$ cat src/rtl/mie_pkg.sv
// Shared types and constants for the modular inverse block.
`default_nettype none

package mie_pkg;

    // Default operand width in bits.
    localparam int unsigned WIDTH_DEF = 64;

    // Sequencer states.
    typedef enum logic [2:0] {
        ST_IDLE,
        ST_ALIGN,
        ST_SUB,
        ST_FIX,
        ST_NEG
    } t_state;

    // Operand selection for the shared subtract and compare unit.
    typedef enum logic [1:0] {
        OP_ALIGN,
        OP_SUB,
        OP_FIX,
        OP_NEG
    } t_op;

endpackage

`default_nettype wire

$ cat src/rtl/mie_unit.sv
// Shared subtract and compare unit with its operand selection.
`default_nettype none

module mie_unit #(
    parameter int unsigned WIDTH = mie_pkg::WIDTH_DEF
) (
    input  mie_pkg::t_op       i_sel,
    input  logic [WIDTH-1:0]   i_r0,
    input  logic [WIDTH-1:0]   i_rd,
    input  logic [WIDTH-1:0]   i_u0,
    input  logic [WIDTH-1:0]   i_mod,
    output logic [WIDTH-1:0]   o_diff,
    output logic               o_ge
);

    logic [WIDTH-1:0] a;
    logic [WIDTH-1:0] b;
    logic [WIDTH:0]   diff_ext;

    // The alignment test asks whether the doubled divisor still fits,
    // which is rd <= r0/2 and cannot overflow.
    always_comb begin
        unique case (i_sel)
            mie_pkg::OP_ALIGN: begin
                a = i_r0 >> 1;
                b = i_rd;
            end
            mie_pkg::OP_SUB: begin
                a = i_r0;
                b = i_rd;
            end
            mie_pkg::OP_FIX: begin
                a = i_u0;
                b = i_mod;
            end
            mie_pkg::OP_NEG: begin
                a = i_mod;
                b = i_u0;
            end
            default: begin
                a = i_r0;
                b = i_rd;
            end
        endcase
    end

    assign diff_ext = {1'b0, a} - {1'b0, b};
    assign o_diff   = diff_ext[WIDTH-1:0];
    assign o_ge     = ~diff_ext[WIDTH];

endmodule

`default_nettype wire

$ cat src/rtl/modular_inverse_extended_euclid_top.sv
// Top level of the modular inverse block: sequencer, registers and result port.
`default_nettype none

// Usage.
// An input beat is taken at a rising edge where i_start is high and o_busy is
// low; it carries the modulus m on i_modulus and the value n on
// i_operand_value. The block then runs the extended Euclidean algorithm and
// raises o_busy until the result is out. Each quotient is found by binary
// long division on one shared subtractor: the divisor is first doubled while
// it fits, then walked back down with a conditional subtract per bit, while
// the coefficient is accumulated alongside. A first division by m reduces n
// modulo m with the same hardware. The last division is followed by the final
// correction and the result register.
// A modulus of zero skips the divisions and goes straight to the correction.
// The result beat is o_inverse and o_inverse_exists, shown for exactly one
// cycle with o_valid high. The receiver cannot stall, so the result is never
// held; o_busy is already low during the strobe cycle, so the next input beat
// can be accepted at the edge that ends it.
// Reset (synchronous, active low) returns the sequencer to idle and drops the
// strobe; an item in flight is abandoned.

module modular_inverse_extended_euclid_top #(
    parameter int unsigned WIDTH = mie_pkg::WIDTH_DEF
) (
    input  logic             i_clk,
    input  logic             i_rst_n,
    input  logic             i_start,
    output logic             o_busy,
    input  logic [WIDTH-1:0] i_modulus,
    input  logic [WIDTH-1:0] i_operand_value,
    output logic             o_valid,
    output logic [WIDTH-1:0] o_inverse,
    output logic             o_inverse_exists
);

    localparam int unsigned KW = (WIDTH > 1) ? $clog2(WIDTH) : 1;

    mie_pkg::t_state r_state, n_state;

    // Remainder pair, the shifted divisor, and the matching coefficients.
    // r_neg is the sign of the coefficient held in r_u0.
    logic [WIDTH-1:0] r_r0, n_r0;
    logic [WIDTH-1:0] r_r1, n_r1;
    logic [WIDTH-1:0] r_rd, n_rd;
    logic [WIDTH-1:0] r_u0, n_u0;
    logic [WIDTH-1:0] r_u1, n_u1;
    logic [WIDTH-1:0] r_ud, n_ud;
    logic [WIDTH-1:0] r_mod, n_mod;
    logic [KW-1:0]    r_k, n_k;
    logic             r_neg, n_neg;

    logic             r_valid, n_valid;
    logic [WIDTH-1:0] r_inv, n_inv;
    logic             r_ok, n_ok;

    mie_pkg::t_op     op_sel;
    logic [WIDTH-1:0] unit_diff;
    logic             unit_ge;
    logic [WIDTH-1:0] sub_r0;
    logic [WIDTH-1:0] sub_u0;
    logic             gcd_one;

    mie_unit #(
        .WIDTH (WIDTH)
    ) u_unit (
        .i_sel  (op_sel),
        .i_r0   (r_r0),
        .i_rd   (r_rd),
        .i_u0   (r_u0),
        .i_mod  (r_mod),
        .o_diff (unit_diff),
        .o_ge   (unit_ge)
    );

    // Result of one conditional subtract step of the long division.
    assign sub_r0  = unit_ge ? unit_diff : r_r0;
    assign sub_u0  = unit_ge ? (r_u0 + r_ud) : r_u0;
    assign gcd_one = (r_r0 == WIDTH'(1));

    always_ff @(posedge i_clk) begin
        if (!i_rst_n) begin
            r_state <= mie_pkg::ST_IDLE;
            r_valid <= 1'b0;
        end else begin
            r_state <= n_state;
            r_valid <= n_valid;
        end
    end

    always_ff @(posedge i_clk) begin
        r_r0  <= n_r0;
        r_r1  <= n_r1;
        r_rd  <= n_rd;
        r_u0  <= n_u0;
        r_u1  <= n_u1;
        r_ud  <= n_ud;
        r_mod <= n_mod;
        r_k   <= n_k;
        r_neg <= n_neg;
        r_inv <= n_inv;
        r_ok  <= n_ok;
    end

    always_comb begin
        n_state = r_state;
        n_r0    = r_r0;
        n_r1    = r_r1;
        n_rd    = r_rd;
        n_u0    = r_u0;
        n_u1    = r_u1;
        n_ud    = r_ud;
        n_mod   = r_mod;
        n_k     = r_k;
        n_neg   = r_neg;
        n_valid = 1'b0;
        n_inv   = r_inv;
        n_ok    = r_ok;
        op_sel  = mie_pkg::OP_SUB;

        unique case (r_state)
            mie_pkg::ST_IDLE: begin
                if (i_start) begin
                    n_mod = i_modulus;
                    n_neg = 1'b0;
                    n_k   = '0;
                    if (i_modulus == '0) begin
                        // No inverse exists; the final check sees r0 != 1.
                        n_r0    = '0;
                        n_u0    = '0;
                        n_state = mie_pkg::ST_FIX;
                    end else begin
                        // First division reduces n modulo m. The value carries
                        // coefficient one and the modulus coefficient zero.
                        n_r0    = i_operand_value;
                        n_u0    = WIDTH'(1);
                        n_r1    = i_modulus;
                        n_u1    = '0;
                        n_rd    = i_modulus;
                        n_ud    = '0;
                        n_state = mie_pkg::ST_ALIGN;
                    end
                end
            end
            mie_pkg::ST_ALIGN: begin
                op_sel = mie_pkg::OP_ALIGN;
                if (unit_ge) begin
                    n_rd = r_rd << 1;
                    n_ud = r_ud << 1;
                    n_k  = r_k + KW'(1);
                end else begin
                    n_state = mie_pkg::ST_SUB;
                end
            end
            mie_pkg::ST_SUB: begin
                op_sel = mie_pkg::OP_SUB;
                if (r_k != '0) begin
                    n_r0 = sub_r0;
                    n_u0 = sub_u0;
                    n_rd = r_rd >> 1;
                    n_ud = r_ud >> 1;
                    n_k  = r_k - KW'(1);
                end else begin
                    // Division done: shift the remainder sequence by one.
                    n_r0  = r_r1;
                    n_u0  = r_u1;
                    n_r1  = sub_r0;
                    n_u1  = sub_u0;
                    n_neg = ~r_neg;
                    n_rd  = sub_r0;
                    n_ud  = sub_u0;
                    if (sub_r0 == '0) begin
                        n_state = mie_pkg::ST_FIX;
                    end else begin
                        n_state = mie_pkg::ST_ALIGN;
                    end
                end
            end
            mie_pkg::ST_FIX: begin
                // Bring the coefficient magnitude below the modulus.
                op_sel = mie_pkg::OP_FIX;
                if (unit_ge) begin
                    n_u0 = unit_diff;
                end
                n_state = mie_pkg::ST_NEG;
            end
            mie_pkg::ST_NEG: begin
                // A negative coefficient maps to m minus its magnitude.
                op_sel  = mie_pkg::OP_NEG;
                n_ok    = gcd_one;
                n_valid = 1'b1;
                if (!gcd_one) begin
                    n_inv = '0;
                end else if (r_neg && (r_u0 != '0)) begin
                    n_inv = unit_diff;
                end else begin
                    n_inv = r_u0;
                end
                n_state = mie_pkg::ST_IDLE;
            end
            default: begin
                n_state = mie_pkg::ST_IDLE;
            end
        endcase
    end

    assign o_busy           = (r_state != mie_pkg::ST_IDLE);
    assign o_valid          = r_valid;
    assign o_inverse        = r_inv;
    assign o_inverse_exists = r_ok;

    // The result strobe lasts a single cycle per item.
    a_strobe_single: assert property (@(posedge i_clk) disable iff (!i_rst_n)
        o_valid |=> !o_valid)
        else $error("result strobe held for more than one cycle");

    // An accepted item always makes the block busy in the next cycle.
    a_start_busy: assert property (@(posedge i_clk) disable iff (!i_rst_n)
        (i_start && !o_busy) |=> o_busy)
        else $error("accepted item did not start the sequencer");

    // A valid inverse is always reduced below the modulus.
    a_inv_range: assert property (@(posedge i_clk) disable iff (!i_rst_n)
        (o_valid && o_inverse_exists) |-> (o_inverse < r_mod))
        else $error("inverse not reduced below the modulus");

    // No inverse means a zero result.
    a_inv_zero: assert property (@(posedge i_clk) disable iff (!i_rst_n)
        (o_valid && !o_inverse_exists) |-> (o_inverse == '0))
        else $error("nonzero result without an inverse");

    // The divisor is never zero while the long division runs.
    a_div_nonzero: assert property (@(posedge i_clk) disable iff (!i_rst_n)
        ((r_state == mie_pkg::ST_ALIGN) || (r_state == mie_pkg::ST_SUB))
            |-> (r_rd != '0))
        else $error("division started with a zero divisor");

endmodule

`default_nettype wire
$ cat config.mk
export PLATFORM = sky130hd
export DESIGN_NAME = modular_inverse_extended_euclid_top
export DESIGN_NICKNAME = d
export VERILOG_FILES = /design/src/rtl/mie_pkg.sv /design/src/rtl/mie_unit.sv /design/src/rtl/modular_inverse_extended_euclid_top.sv
export SDC_FILE = /design/constraint.sdc
export NUM_CORES = 2
export LEC_CHECK = 0
export BUFFER_PORTS_ARGS = -buffer_cell sky130_fd_sc_hd__buf_2
export CORE_UTILIZATION = 40
export DETAILED_ROUTE_END_ITERATION = 10
export PLACE_DENSITY_LB_ADDON = 0.2
export SYNTH_ARGS = -nofsm -noshare
export SYNTH_HDL_FRONTEND = slang
export SYNTH_SLANG_ARGS = --single-unit
export TNS_END_PERCENT = 100
$ cat constraint.sdc
create_clock -name i_clk -period 34.4 [get_ports i_clk]
set_input_delay 1.72 -clock i_clk [delete_from_list [all_inputs] [get_ports i_clk]]
set_output_delay 1.72 -clock i_clk [all_outputs]
set_load 0.005 [all_outputs]
# Yosys cells after proc, flatten, opt, wreduce, memory -nomap -nowiden
# Index checks and enable logic that the tools add are counted.
[totals] register_bits=524 input_bits=131 word_cells=96
[op_classes] addsub=4 eq_ne=15 mux=43 bitwise_logic=1 reduce_logical=20
[ops] op="64-bit 2-to-1 mux" n=19
[ops] op="64-bit case mux with 3 select lines" n=4
[ops] op="64-bit case mux with 2 select lines" n=3
[ops] op="64-bit case mux with 4 select lines" n=1
[ops] op="64-bit logical NOT" n=2
[ops] op="64-bit by 64-bit subtractor with 65-bit output" n=1
[ops] op="64-bit adder" n=1
[ops] op="64-bit by 1-bit equality test with 1-bit output (second input constant)" n=1
[ops] op="64-bit nonzero test" n=1
[ops] op="6-bit 2-to-1 mux" n=3
[ops] op="6-bit case mux with 3 select lines" n=1
[ops] op="2-bit != test (second input constant)" n=6
[ops] op="3-bit case mux with 4 select lines" n=1
[ops] op="4-bit AND reduction" n=3
[ops] op="3-bit 2-to-1 mux" n=3
[ops] op="3-bit AND reduction" n=3
[ops] op="3-bit nonzero test" n=3
[ops] op="6-bit by 1-bit adder with 6-bit output (second input constant)" n=1
[ops] op="3-bit by 2-bit equality test with 1-bit output (second input constant)" n=2
[ops] op="2-bit case mux with 3 select lines" n=1
[ops] op="6-bit nonzero test" n=1
[ops] op="6-bit by 1-bit subtractor with 6-bit output (second input constant)" n=1
[ops] op="2-bit equality test (second input constant)" n=2
[ops] op="1-bit 2-to-1 mux" n=4
[ops] op="13 further kinds" n=15

# Logic depth before layout (Yosys ltp)
[depth] ltp_word=11 depth_mapped=26

# By module
# A second synthesis with hierarchy kept.
[unflattened] cells_unflattened=3825 area_unflattened_um2=35829.4
[by_module_without_submodules] module="modular_inverse_extended_euclid_top" instances=1 cells_each=2963 area_per_inst_um2=29189.2 seq_area_each_um2=15695.1
[by_module_without_submodules] module="mie_unit" instances=1 cells_each=862 area_per_inst_um2=6640.1 seq_area_each_um2=0.0

# Worst setup path after synthesis
# Ideal clock, no wire load.
[synth_path] path_type="flip-flop to flip-flop" startpoint="register r_state[0]" endpoint="register r_rd[0] (enable)" arrival_ns=11.348 path_slack_ns=22.435 path_stages_with_launch=24 synth_period_minus_slack_ns=11.965 path_cell_list="dfxtp_1 clkbuf_1 nor2_1 and2_1 clkbuf_1 buf_1 mux2i_1 o21ai_0 ha_1 inv_1 fa_1 a211oi_1 o21bai_1 o211ai_1 a21oi_1 a31oi_1 a21o_1 buf_2 clkbuf_1 buf_2 buf_2 nor2_1 o21bai_1 nor2_1"
[synth_via] elab_chain_len=8
[synth_rtl] element="start: declaration" line_no="modular_inverse_extended_euclid_top.sv:38" source="mie_pkg::t_state r_state, n_state;"
[synth_rtl] element="start signal: assignment" line_no="modular_inverse_extended_euclid_top.sv:82" source="r_state <= mie_pkg::ST_IDLE;"
[synth_rtl] element="start signal: assignment" line_no="modular_inverse_extended_euclid_top.sv:85" source="r_state <= n_state;"
[synth_rtl] element="3-bit equality test (tied with other cells)" line_no="modular_inverse_extended_euclid_top.sv:120" source="unique case (r_state)"
[synth_rtl] element="2-bit case mux with 3 select lines" line_no="modular_inverse_extended_euclid_top.sv:120"
[synth_rtl] element="2-bit by 1-bit equality test with 1-bit output or 2-bit logical NOT (tied branches)" line_no="mie_unit.sv:23" source="unique case (i_sel)"
[synth_rtl] element="2-bit OR reduction (no line)"
[synth_rtl] element="64-bit case mux with 3 select lines" line_no="mie_unit.sv:23"
[synth_rtl] element="64-bit by 64-bit subtractor with 65-bit output" line_no="mie_unit.sv:47" source="assign diff_ext = {1'b0, a} - {1'b0, b};"
[synth_rtl] element="2-bit != test (no line)"
[synth_rtl] element="4-bit AND reduction (no line) *"
[synth_rtl] element="end signal: assignment" line_no="modular_inverse_extended_euclid_top.sv:93" source="r_rd <= n_rd;"
[synth_rtl] element="end: declaration" line_no="modular_inverse_extended_euclid_top.sv:44" source="logic [WIDTH-1:0] r_rd, n_rd;"
# Every way passes the cells marked *; elsewhere a longest branch is shown, timed or not.
# A chain may end at the register's enable or synchronous reset.

# Worst setup path in the final report
[layout_path] startpoint="register r_state[2]" endpoint="register r_rd[10] (enable)"
# Same word-level chain as after synthesis.

==> out/metrics.yaml <==
cts:
  clk_pin_slew_ps: 60
  cts_tree: "built"
  ctsResizeCount: 0
  clk_path_buf_depth: 3
  cts.sinks: 524
  holdBufCountCts: 0
  root_buffer: "clkbuf_16"
  cts_setup_buffers: 0
  h-tree-depth: 2
  cts_buffers: 60
  clock_latency_ps: 670
routing:
  totalWireLength_mm: 141
  detail_route.first_pass.iterations: 6
  post_drt_wl_per_cell_microns: 26.2
  drt_iter0_drc: 4060
  drc: 0
  routed_via_density: 6.29
  postRouteAntennaNets: 0
  vias: 34025
logic_synthesis:
  synth_top_cell_by_area: "edfxtp_1"
  synth.net_count: 4446
  ys_async_sr_fraction_pct: 0
  syn_area_sq_mm: 0.0363
  synth-main-ff-cell: "edfxtp_1"
  synth-seq-cells: 524
  yosys_warnings: 0
  yosys-top-cells-area: "edfxtp_1, a21oi_1, nor2_1"
  yosysUniqueCellTypes: 90
  yosysSeqAreaShare_pct: 43.3
  synth_edf_count: 520
  yosys.area.top_type_share_pct: 43.0
  syn_avg_cell_area_sq_um: 8.68
  synth_cells: 4180
setup_path:
  end_kind: "register"
  cp_max_fo: 128
  required_ps: 34640
  worstSetupStartpointType: "register"
  worstPathArrival_ps: 8820
  crit_type: "register to register"
  r2r_cells: 20
timing:
  slew_violations: 0
  max_slew_margin_pct: 22.7
  fmax_mhz: 116
  clock-skew-final_ps: 28.5
  hold_violations: 0
  worst_slew_pin_slew_ps: 1160
  period_share_pct: 25.0
  tns_ps: 0
  rsz0062_at_grt: "false"
  setup_viol: 0
  period_needed_ps: 8580
final_layout:
  syn_to_final_growth_pct: 10.7
  multi_input_area_sq_mm: 0.0194
  final_nets: 4444
  seqCellArea_sq_mm: 0.0157
  design_area_sq_mm: 0.0402
  drive_gt1_share_pct: 9.41
  fillCellCount: 8793
  layout_common_cells: "nor2_1, a21oi_1, edfxtp_1, o21ai_0, nand2_1"
  final_common_cell: "nor2_1"
floorplan:
  core_area_sq_mm: 0.0899
  chipWidth_microns: 303
  dieArea_sq_mm: 0.0919
  pin_count: 198
  die_y_microns: 303
  row_count: 110
  start_util_pct: 40.4
global_route:
  overflow: 0
  grt_pass1_wl_mm: 208
  grtUsageTotal_pct: 30.1
  grt_max_degree: 129
  grt_pass1_vias: 30999
  antenna_found_initial: 4
placed_design:
  io_buffers: 197
  post_dp_cell_area_sq_mm: 0.0381
  routabilityCongestion: 0.976
  hpwl_mm: 103
worst_hold_path:
  timing.hold.worst_path_depth: 2
  worst_hold_path_type: "register to register"
outcome:
  status: "finished clean"
run:
  maxCapViolCount: 0
worst max-delay path, cell delays in order, from the launching register on:
cell,delay (ps)
dfxtp_4,870
and2_4,590
buf_4,640
mux2i_1,140
o21ai_0,270
ha_1,190
inv_1,50
fa_1,470
a211oi_1,230
o21bai_1,220
o211ai_1,230
a21oi_1,90
buf_4,160
a31oi_1,710
a21o_4,520
buf_4,690
buf_4,900
nor2_1,120
o21bai_1,390
nor2_4,60
buf_12,260
cells by family (layout without fill, tap and decap cells):
family,count (synthesis),after routing,share of synthesized area [%]
xor gates and xnor gates,115,115,2.80
and+or+nand+nor,1319,1319,15.8
other,0,2,0
adders and majority gates,135,135,4.72
buffers and inverters,359,408,3.79
DFF,524,524,43.3
muxes,110,110,3.04
AOI/OAI and AO/OA,1618,1618,26.6
area by class of cell:
class                   instances  share of cell area (%)
multi-input cells            3297                    48.2
flip-flops and latches        524                    39.1
clock buffers                  67                    3.86
well taps                    1176                    3.66
repair buffers                258                    3.66
clock inverters                46                    1.15
inverters                      37                   0.346
diodes                          2                  0.0125
metrics by stage:
stage	utilization, %	hold slack, ps	worst slack [ps]	instances
after detailed placement	42.4	516	26050	5292
final	44.7	543	25820	5407
after CTS	44.7	538	26010	5405
after global placement	42.4	512	26180	5292
after global routing	44.7	560	25420	5407
after floorplan	-	504	22440	4180
cells in the mapped netlist, types with 8 or more instances:
master	number
nand3_1	28
clkbuf_1	270
o21a_1	84
o211ai_1	74
or3_1	66
and3_1	25
ha_1	132
nor2_1	634
inv_1	37
nand4_1	53
buf_2	15
o21ai_1	16
a21oi_1	572
o221ai_1	8
edfxtp_1	520
nor4_1	58
o22ai_1	133
a21o_1	88
nand2_1	368
xnor2_1	67
a31oi_1	24
o21ai_0	403
o31ai_1	18
mux2i_1	109
nand2b_1	9
nor3_1	28
buf_1	36
a211oi_1	21
a22oi_1	68
and2_1	15
o21bai_1	27
xor2_1	47
per-layer routing:
| layer | GRT usage, % | wire length [microns] | vias up |
|---|---|---|---|
| li1 | - | - | 15628 |
| met1 | 46.4 | 64900 | 16469 |
| met2 | 42.3 | 58000 | 1726 |
| met3 | 4.80 | 13700 | 202 |
| met4 | 9.94 | 4810 | 0 |
| met5 | 0 | 0 | - |
path summary, 6_finish.rpt:
kind               to  slack [ps]  startpoint
max          r_rd[10]       25820  r_state[2]
min          r_u0[54]         540    r_u1[54]
max reg2reg  r_rd[10]       25820  r_state[2]
min reg2reg  r_u0[54]         540    r_u1[54]
registers in the layout, indices dropped and copies added (netlist names):
signal	cells
r_r0	64
r_u1	64
r_state	3
r_mod	64
o_inverse	64
r_ud	64
r_u0	64
r_r1	64
o_valid	1
r_k	6
r_neg	1
o_inverse_exists	1
r_rd	64
Power is not shown: default switching activity piles up to over one toggle a cycle in this logic, so the estimate is an artifact.
